File: src/sv/csem_pkg.sv
`timescale 1ns / 1ps
`default_nettype none
// ----------------------------------------------------------------------------
// csem_pkg
// Types and constants shared by the counting semaphore core and its cells.
// ----------------------------------------------------------------------------
package csem_pkg;

  localparam int unsigned PERMIT_W  = 16;
  localparam int unsigned ID_W      = 10;
  localparam int unsigned STATUS_W  = 3;
  localparam logic [PERMIT_W-1:0] PERMIT_MAX = '1;

  typedef enum logic [0:0] {
    OP_WAIT = 1'b0,
    OP_POST = 1'b1
  } op_e;

  typedef enum logic [STATUS_W-1:0] {
    ST_GRANTED  = 3'd0,
    ST_QUEUED   = 3'd1,
    ST_RELEASED = 3'd2,
    ST_ADDED    = 3'd3,
    ST_FULL     = 3'd4
  } status_e;

  typedef struct packed {
    op_e                 op;
    logic [ID_W-1:0]     caller_id;
    logic [PERMIT_W-1:0] count;
  } in_beat_t;

  typedef struct packed {
    status_e             status;
    logic [ID_W-1:0]     released_id;
    logic [PERMIT_W-1:0] permits_now;
  } out_beat_t;

  // One waiter held in a cell.
  typedef struct packed {
    logic [ID_W-1:0]     id;
    logic [PERMIT_W-1:0] need;
  } waiter_t;

  // Control broadcast from the core to every cell.
  typedef struct packed {
    logic    insert;
    logic    pop;
    waiter_t fresh;
  } cell_ctrl_t;

endpackage
`default_nettype wire

File: src/sv/counting_semaphore_wait_n_core.sv
`timescale 1ns / 1ps
`default_nettype none
// ----------------------------------------------------------------------------
// counting_semaphore_wait_n_core
// Counting semaphore with a wait queue sorted by permits needed.
// ----------------------------------------------------------------------------
// The core takes one wait or post beat per clock and returns exactly one result
// beat for each, registered in the cycle after acceptance. The queue is a row of
// QUEUE_DEPTH cells that compare their need against a new waiter in parallel,
// so a sorted insert or a head release lands at the edge that registers the
// result; the permit add and compare sets the cycle. A result waiting in the
// output register does not stop the next beat as long as the consumer takes
// it in the same cycle. Writing the configuration register loads the permit
// count and empties the queue; no clearing pass follows reset.
// ----------------------------------------------------------------------------
module counting_semaphore_wait_n_core #(
  parameter int unsigned QUEUE_DEPTH = 16
) (
  input  logic                         clk_i,
  input  logic                         rst_ni,
  input  logic                         in_valid_i,
  output logic                         in_ready_o,
  input  csem_pkg::in_beat_t           in_beat_i,
  output logic                         out_valid_o,
  input  logic                         out_ready_i,
  output csem_pkg::out_beat_t          out_beat_o,
  input  logic                         cfg_valid_i,
  output logic                         cfg_ready_o,
  input  logic [csem_pkg::PERMIT_W-1:0] cfg_data_i
);
  import csem_pkg::*;

  localparam int unsigned CNT_W = $clog2(QUEUE_DEPTH + 1);

  logic [PERMIT_W-1:0] permits_q, permits_d;
  logic [CNT_W-1:0]    total_q, total_d;
  logic                out_valid_q;
  out_beat_t           out_beat_q, out_beat_d;

  cell_ctrl_t          ctrl;
  waiter_t             entries [QUEUE_DEPTH];
  logic [QUEUE_DEPTH-1:0] gts;

  logic                accept;
  logic                granted;
  logic                has_room;
  logic [PERMIT_W-1:0] plus_one;
  logic                release_head;

  assign in_ready_o  = !out_valid_q || out_ready_i;
  assign accept      = in_valid_i && in_ready_o;
  assign cfg_ready_o = 1'b1;

  assign granted      = permits_q >= in_beat_i.count;
  assign has_room     = total_q < CNT_W'(QUEUE_DEPTH);
  assign plus_one     = (permits_q == PERMIT_MAX) ? PERMIT_MAX : permits_q + 1'b1;
  assign release_head = (total_q != '0) && (plus_one >= entries[0].need);

  assign ctrl.fresh.id   = in_beat_i.caller_id;
  assign ctrl.fresh.need = in_beat_i.count;
  assign ctrl.insert     = accept && (in_beat_i.op == OP_WAIT) && !granted && has_room;
  assign ctrl.pop        = accept && (in_beat_i.op == OP_POST) && release_head;

  genvar gi;
  generate
    for (gi = 0; gi < QUEUE_DEPTH; gi++) begin : g_cell
      waiter_t prev_w, next_w;
      logic    prev_gt;

      if (gi == 0) begin : g_head
        assign prev_w  = '0;
        assign prev_gt = 1'b0;
      end else begin : g_body
        assign prev_w  = entries[gi-1];
        assign prev_gt = gts[gi-1];
      end

      if (gi == QUEUE_DEPTH - 1) begin : g_last
        assign next_w = entries[gi];
      end else begin : g_inner
        assign next_w = entries[gi+1];
      end

      csem_cell u_cell (
        .clk_i     (clk_i),
        .ctrl_i    (ctrl),
        .occ_i     (total_q > CNT_W'(gi)),
        .at_tail_i (total_q == CNT_W'(gi)),
        .prev_i    (prev_w),
        .prev_gt_i (prev_gt),
        .next_i    (next_w),
        .entry_o   (entries[gi]),
        .gt_o      (gts[gi])
      );
    end
  endgenerate

  always_comb begin
    permits_d  = permits_q;
    total_d    = total_q;
    out_beat_d = out_beat_q;
    if (accept) begin
      out_beat_d.released_id = '0;
      if (in_beat_i.op == OP_WAIT) begin
        if (granted) begin
          permits_d         = permits_q - in_beat_i.count;
          out_beat_d.status = ST_GRANTED;
        end else if (has_room) begin
          total_d           = total_q + 1'b1;
          out_beat_d.status = ST_QUEUED;
        end else begin
          out_beat_d.status = ST_FULL;
        end
      end else begin
        if (release_head) begin
          permits_d              = plus_one - entries[0].need;
          total_d                = total_q - 1'b1;
          out_beat_d.status      = ST_RELEASED;
          out_beat_d.released_id = entries[0].id;
        end else begin
          permits_d         = plus_one;
          out_beat_d.status = ST_ADDED;
        end
      end
      out_beat_d.permits_now = permits_d;
    end
    // A configuration beat reinitializes the semaphore.
    if (cfg_valid_i) begin
      permits_d = cfg_data_i;
      total_d   = '0;
    end
  end

  always_ff @(posedge clk_i or negedge rst_ni) begin
    if (!rst_ni) begin
      permits_q   <= '0;
      total_q     <= '0;
      out_valid_q <= 1'b0;
    end else begin
      permits_q <= permits_d;
      total_q   <= total_d;
      if (accept) begin
        out_valid_q <= 1'b1;
      end else if (out_ready_i) begin
        out_valid_q <= 1'b0;
      end
    end
  end

  always_ff @(posedge clk_i) begin
    out_beat_q <= out_beat_d;
  end

  assign out_valid_o = out_valid_q;
  assign out_beat_o  = out_beat_q;

endmodule
`default_nettype wire

File: src/sv/csem_cell.sv
`timescale 1ns / 1ps
`default_nettype none
// ----------------------------------------------------------------------------
// csem_cell
// One slot of the sorted wait queue: compares its need against a new waiter
// and shifts toward the tail on insert or toward the head on release.
// ----------------------------------------------------------------------------
module csem_cell (
  input  logic                 clk_i,
  input  csem_pkg::cell_ctrl_t ctrl_i,
  input  logic                 occ_i,
  input  logic                 at_tail_i,
  input  csem_pkg::waiter_t    prev_i,
  input  logic                 prev_gt_i,
  input  csem_pkg::waiter_t    next_i,
  output csem_pkg::waiter_t    entry_o,
  output logic                 gt_o
);
  import csem_pkg::*;

  waiter_t entry_q, entry_d;

  // Occupied slots holding a strictly larger need move aside for the newcomer,
  // which keeps equal needs in arrival order.
  assign gt_o = occ_i && (entry_q.need > ctrl_i.fresh.need);

  always_comb begin
    entry_d = entry_q;
    if (ctrl_i.pop) begin
      entry_d = next_i;
    end else if (ctrl_i.insert) begin
      if (prev_gt_i) begin
        entry_d = prev_i;
      end else if (gt_o || at_tail_i) begin
        entry_d = ctrl_i.fresh;
      end
    end
  end

  always_ff @(posedge clk_i) begin
    entry_q <= entry_d;
  end

  assign entry_o = entry_q;

endmodule
`default_nettype wire
File: config.mk
export PLATFORM = sky130hd
export DESIGN_NAME = counting_semaphore_wait_n_core
export DESIGN_NICKNAME = d
export VERILOG_FILES = /design/src/sv/csem_pkg.sv /design/src/sv/counting_semaphore_wait_n_core.sv /design/src/sv/csem_cell.sv
export SDC_FILE = /design/constraint.sdc
export NUM_CORES = 1
export LEC_CHECK = 0
export ABC_CLOCK_PERIOD_IN_PS = 5900
export BUFFER_PORTS_ARGS = -buffer_cell sky130_fd_sc_hd__buf_2
export CELL_PAD_IN_SITES_DETAIL_PLACEMENT = 1
export CELL_PAD_IN_SITES_GLOBAL_PLACEMENT = 1
export CORE_ASPECT_RATIO = 1.2
export CORE_MARGIN = 1
export CORE_UTILIZATION = 27
export DETAILED_ROUTE_END_ITERATION = 10
export PLACE_DENSITY_LB_ADDON = 0.3
export SYNTH_ARGS = -nofsm -noshare
export SYNTH_HDL_FRONTEND = slang
export SYNTH_SLANG_ARGS = --single-unit
File: constraint.sdc
create_clock -name clk_i -period 5.9 [get_ports clk_i]
set_clock_uncertainty 0.1 [all_clocks]
set_input_delay 0.885 -clock clk_i [delete_from_list [all_inputs] [get_ports clk_i]]
set_output_delay 0.885 -clock clk_i [all_outputs]
set_load 0.1 [all_outputs]
=== Yosys cells after proc, flatten, opt, wreduce, memory -nomap -nowiden ===
Index checks and enable logic that the tools add are counted.

* Flip-flop bits (word level): 467
* Input bits: 48
* Output and inout port bits: 32
* Word-level logic and storage cells: 259

* $add $sub $neg: 5
* $lt $le $gt $ge: 35
* Equal/unequal tests: 18
* Mux-type cells: 79
* Bitwise logic cells: 2
* Reductions and logical operators: 82

{| class="wikitable"
|+ Operators by type and width
! kind !! count
|-
| $mux W26 || 61
|-
| $gt A16 B16 Y1 || 16
|-
| $mux W16 || 6
|-
| $reduce_bool A3 Y1 || 15
|-
| $eq A5 B4 Y1 const B || 8
|-
| $gt A5 B4 Y1 const B || 8
|-
| $ge A16 B16 Y1 || 2
|-
| $reduce_and A2 Y1 || 16
|-
| $sub A16 B16 Y16 || 2
|-
| $mux W5 || 6
|-
| $logic_and A1 B1 Y1 || 23
|-
| $eq A5 B3 Y1 const B || 4
|-
| $gt A5 B3 Y1 const B || 4
|-
| $logic_or A1 B1 Y1 || 17
|-
| $add A16 B1 Y16 const B || 1
|-
| $eq A16 B16 Y1 const B || 1
|-
| $eq A5 B2 Y1 const B || 2
|-
| $gt A5 B1 Y1 const B || 2
|-
| $gt A5 B2 Y1 const B || 2
|-
| $reduce_bool A2 Y1 || 5
|-
| $mux W3 || 3
|-
| $add A5 B1 Y5 const B || 1
|-
| $eq A5 B1 Y1 const B || 1
|-
| $logic_not A5 Y1 || 1
|-
| other kinds (10) || 14
|}

=== Logic depth before layout (Yosys ltp) ===
* Depth in word-level cells: 8
* Mapped depth: 22
* Gate-level depth less buffers: 17

=== By module ===
From an unflattened synthesis, not the netlist that was laid out.

* Cells, all modules: 3344
* Area, all modules: 33076.7 sq um

{| class="wikitable"
|+ By module, submodules not included
! module !! times used !! cells an instance !! area each (sq um) !! sequential area each (sq um)
|-
| csem_cell (g_cell[0].u_cell ...) || 13 || 171 || 1754.2 || 780.7
|-
| csem_cell (g_cell[7].u_cell ...) || 3 || 173 || 1759.2 || 780.7
|-
| counting_semaphore_wait_n_core || 1 || 602 || 4994.8 || 1421.4
|}

=== Worst setup path after synthesis ===
OpenSTA, ideal clock, no wires.

* Kind: input to register
* Start: input in_beat_i[10] (netlist name)
* End: register g_cell[9].u_cell.entry_q (netlist bit g_cell[9].u_cell.entry_o[0]), enable pin
* Setup time: 445 ps
* Data arrival time: 5043 ps
* Data required time: 5355 ps
* Path slack: 312 ps
* Stages: 13
* Path buffers: 3
* Path through: clkbuf_1 > inv_1 > ha_1 > nand4_1 > or3_1 > nor2_1 > o21ai_0 > o211ai_1 > o21a_1 > buf_4 > buf_2 > a211oi_1 > o21ai_0

* Longest elaborated chain between the ends: 6
* Elaborated cells between the ends (all ways): 12
* Those cells by class: order compare (3); reduce/logical (9)

{| class="wikitable"
|+ Ends and longest elaborated chain
! element !! line !! source
|-
| start, declared || counting_semaphore_wait_n_core.sv:23 || <nowiki>input csem_pkg::in_beat_t in_beat_i,</nowiki>
|-
| $ge A16 B16 Y1 || counting_semaphore_wait_n_core.sv:54 || <nowiki>assign granted = permits_q >= in_beat_i.count;</nowiki>
|-
| $logic_not A1 Y1 || counting_semaphore_wait_n_core.sv:61 || <nowiki>assign ctrl.insert = accept && (in_beat_i.op == OP_WAIT) && !granted && has_room;</nowiki>
|-
| $logic_and A1 B1 Y1 (2 in a row) || counting_semaphore_wait_n_core.sv:61 ||
|-
| $reduce_bool A2 Y1 (no line) || - ||
|-
| $reduce_and A2 Y1 (no line) * || - ||
|-
| end signal, assigned || csem_cell.sv:41 || <nowiki>entry_q <= entry_d;</nowiki>
|-
| end, declared || csem_cell.sv:21 || <nowiki>waiter_t entry_q, entry_d;</nowiki>
|}

Mark *: on every way between the ends. The rest lies on a longest branch, timed or not.
A chain may end at the register's enable or synchronous reset.

==> key figures <==
Outcome
  • Outcome: completed

Clocking
  • CTS tree: done
  • Clock Latency Late Sink: 0.67 ns
  • CTS max path bufs: 3
  • Root Driver: clkbuf_16
  • Total CTS buffers: 54
  • Postcts setup bufs: 0
  • CTS Hold Bufs: 0
  • # clock sinks: 467
  • Post-cts sizing count: 0
  • CTS clk-pin slew, worst paths: 0.06 ns
  • H-Tree Depth: 2

STA
  • Slew @ Worst Pin: 1.111 ns
  • Rel. slew slack: 25.62%
  • Final period util: 88.02%
  • RSZ-0062 raised after global routing: no
  • Fin. Hold Viols: 0
  • Final setup fails: 0
  • Peak Freq: 0.1926 GHz
  • Pins Over Slew Limit: 0
  • Setup total negative slack: 0 ns
  • Min cycle time layout: 5.193 ns

Synthesis
  • Synth async-reset ratio: 4.711%
  • Yosys cell types: 78
  • Post-synthesis cell count: 3,055
  • Synthesized net count: 3,399
  • Syn Area/Cell: 10.29 sq um
  • Top FF cell, synth: edfxtp_1
  • Sequential area share after synthesis: 44.24%
  • Ys Warns: 0
  • Number of synthesized flops with an enable pin: 445
  • Synth Cell Area: 0.03145 sq mm
  • Synthesized flop and latch total: 467

Worst setup path
  • R2R cell count: 15
  • Worst Setup End Kind: flip-flop
  • Startpoint Class: flip-flop
  • Worst-path maximum fanout: 133
  • Crit path arrival time: 5.46 ns
  • Crit Path Class: reg2reg
  • CP Data Required Time: 6.17 ns

Routing
  • Routed WL: 110,500 um
  • Pre-antenna DRT Iters: 5
  • Final ANT Viol Nets: 0
  • DR vias/cell: 5.225
  • Initial drt markers: 1,490
  • # DRC: 0
  • Avg WL per Cell: 23.70 um
  • Via count: 24,363

Run
  • Max-cap violations: 0

Floorplanning
  • Die Area: 0.1178 sq mm
  • Rows: 136
  • I/O pins: 80
  • Initial Util: 27.34%
  • Die H: 375.8 um
  • Die Span X: 313.5 um
  • CORE AREA: 0.1150 sq mm

Layout
  • Commonest non-fill, non-tap cell in the layout: nand2_1
  • Area Growth Syn to Fin: 14.08%
  • Filler cells: 13,084
  • Most frequent cells in the layout: nand2_1, edfxtp_1, mux2i_1, ha_1, o21ai_0
  • Final Cell Area: 0.03587 sq mm
  • Nets: 3,444
  • Layout cells sized above 1: 10.47%
  • Seq. cell area: 0.01391 sq mm
  • Footprint of the multi-input gates: 0.01665 sq mm

Pwr
  • Switch Pwr: 3.067 mW
  • Power Dens Cells: 269.3 mW/mm^2
  • Reg power frac: 41.2%
  • Switching part of the total: 31.74%
  • Pint: 6.594 mW
  • Combinational power share: 22.0%
  • Peak supply drop: 218.5 uV
  • Clk pwr share: 36.8%
  • Leakage: 14.58 nW

Place
  • Final HPWL DP: 78,010 um
  • PortBufs: 78
  • Gp weighted congestion: 0.8468
  • Placement-stage cell area: 0.03407 sq mm

Worst hold path
  • Type of the most critical hold path: in2async

Global route
  • Total grt overflow: 0
  • Vias in the first global route: 25,282
  • Largest net degree at the start of global routing: 164
  • Global-route wire length before repair: 165,800 um
  • GRT Total Usage: 18.49%
  • Initial antenna violation count: 3
## cells in the mapped netlist, types with 32 or more instances
library cell / count / area (sq um)
edfxtp_1: 445 / 13360
clkbuf_1: 69 / 259.0
nor2b_1: 33 / 206.5
a21o_1: 75 / 563.0
mux2i_1: 369 / 3694
buf_2: 74 / 370.4
nor2_1: 63 / 236.5
o21ai_0: 296 / 1481
nand4_1: 59 / 369.1
nand2b_1: 33 / 206.5
a21oi_1: 127 / 635.6
inv_1: 67 / 251.5
ha_1: 294 / 3679
o21ai_1: 165 / 825.8
nand2_1: 487 / 1828
buf_4: 40 / 300.3
nand3_1: 32 / 160.2
## flip-flops by register name (all words and copies together) (netlist names)
register and flops:
out_valid_o 1, permits_q 16, out_beat_o 29, g_cell.u_cell.entry_o 416, total_q 5
## cell type report
class	count	area share [%]
Timing Repair Buffer	176	3.767
Antenna cell	3	0.02093
Multi-Input combinational cell	2333	46.43
Clock inverter	30	1.057
Sequential cell	467	38.78
Inverter	68	0.7115
Clock buffer	68	3.941
Tap cell	1518	5.294
## power by group through the flow
stage	sequential [mW]	clock, mW	combinational, mW
final	3.98	3.55	2.13
after global routing	4.00	3.74	2.32
after CTS	3.98	3.66	2.14
after detailed placement	4.05	0	2.13
after global placement	4.05	0	2.09
after floorplan	4.17	0	1.30
## worst max-delay path: stages (launching register included)
cell      delay, ns
dfrtp_1        0.44
ha_1           0.26
and3_1         0.23
and4_1         0.31
nand3b_1       0.44
o21ai_0        0.25
ha_1           0.52
nand4_2        0.21
nor3_2         0.22
a22oi_2        0.13
a21oi_4        0.38
nand2_4        0.18
nor2_4         0.26
buf_4          0.27
buf_12         0.39
o21ai_0        0.20
## cells by family after synthesis
| kind of cell | share of synthesized area [%] |
|---|---|
| DFF | 44.24 |
| AOI/OAI and AO/OA | 15.07 |
| xor gates and xnor gates | 0.8355 |
| and+or+nand+nor | 11.47 |
| adders and majority gates | 11.83 |
| other | 0.01193 |
| buffers and inverters | 3.863 |
| muxes | 12.68 |
## worst paths after layout
kind	endpoint	startpoint	slack [ns]
min in group clk_i	permits_q[9]	cfg_data_i[9]	0.37
worst min register to register	g_cell[14].u_cell.entry_o[16]	g_cell[15].u_cell.entry_o[16]	0.42
max in group asynchronous	permits_q[5]	rst_ni	5.06
worst min-delay path	permits_q[11]	rst_ni	0.19
worst max-delay path	g_cell[8].u_cell.entry_o[16]	permits_q[0]	0.71
worst max register to register	g_cell[8].u_cell.entry_o[16]	permits_q[0]	0.71
## routing by layer
metal	GRT usage (%)	part of all wire (%)	vias up	wire [um]
li1	-	-	11468	-
met1	24.46	46	12416	50930
met2	31.57	48	360	53130
met3	1.953	2.9	119	3252
met4	5.467	2.9	0	3183
met5	0	0	-	0
## per-stage QoR
stage / utilization, % / hold WS, ns / setup slack, ns / power [mW] / std cells
floorplan: - / 0.3963 / 0.3121 / 5.466 / 3055
global placement: 29.62 / 0.4017 / 0.8531 / 6.143 / 4562
detailed placement: 29.62 / 0.4122 / 0.7349 / 6.178 / 4562
CTS: 31.18 / 0.1833 / 0.7620 / 9.779 / 4660
global route: 31.18 / 0.2195 / 0.3698 / 10.05 / 4660
finish: 31.19 / 0.1912 / 0.7066 / 9.660 / 4663
(Power assumes the default switching activity.)
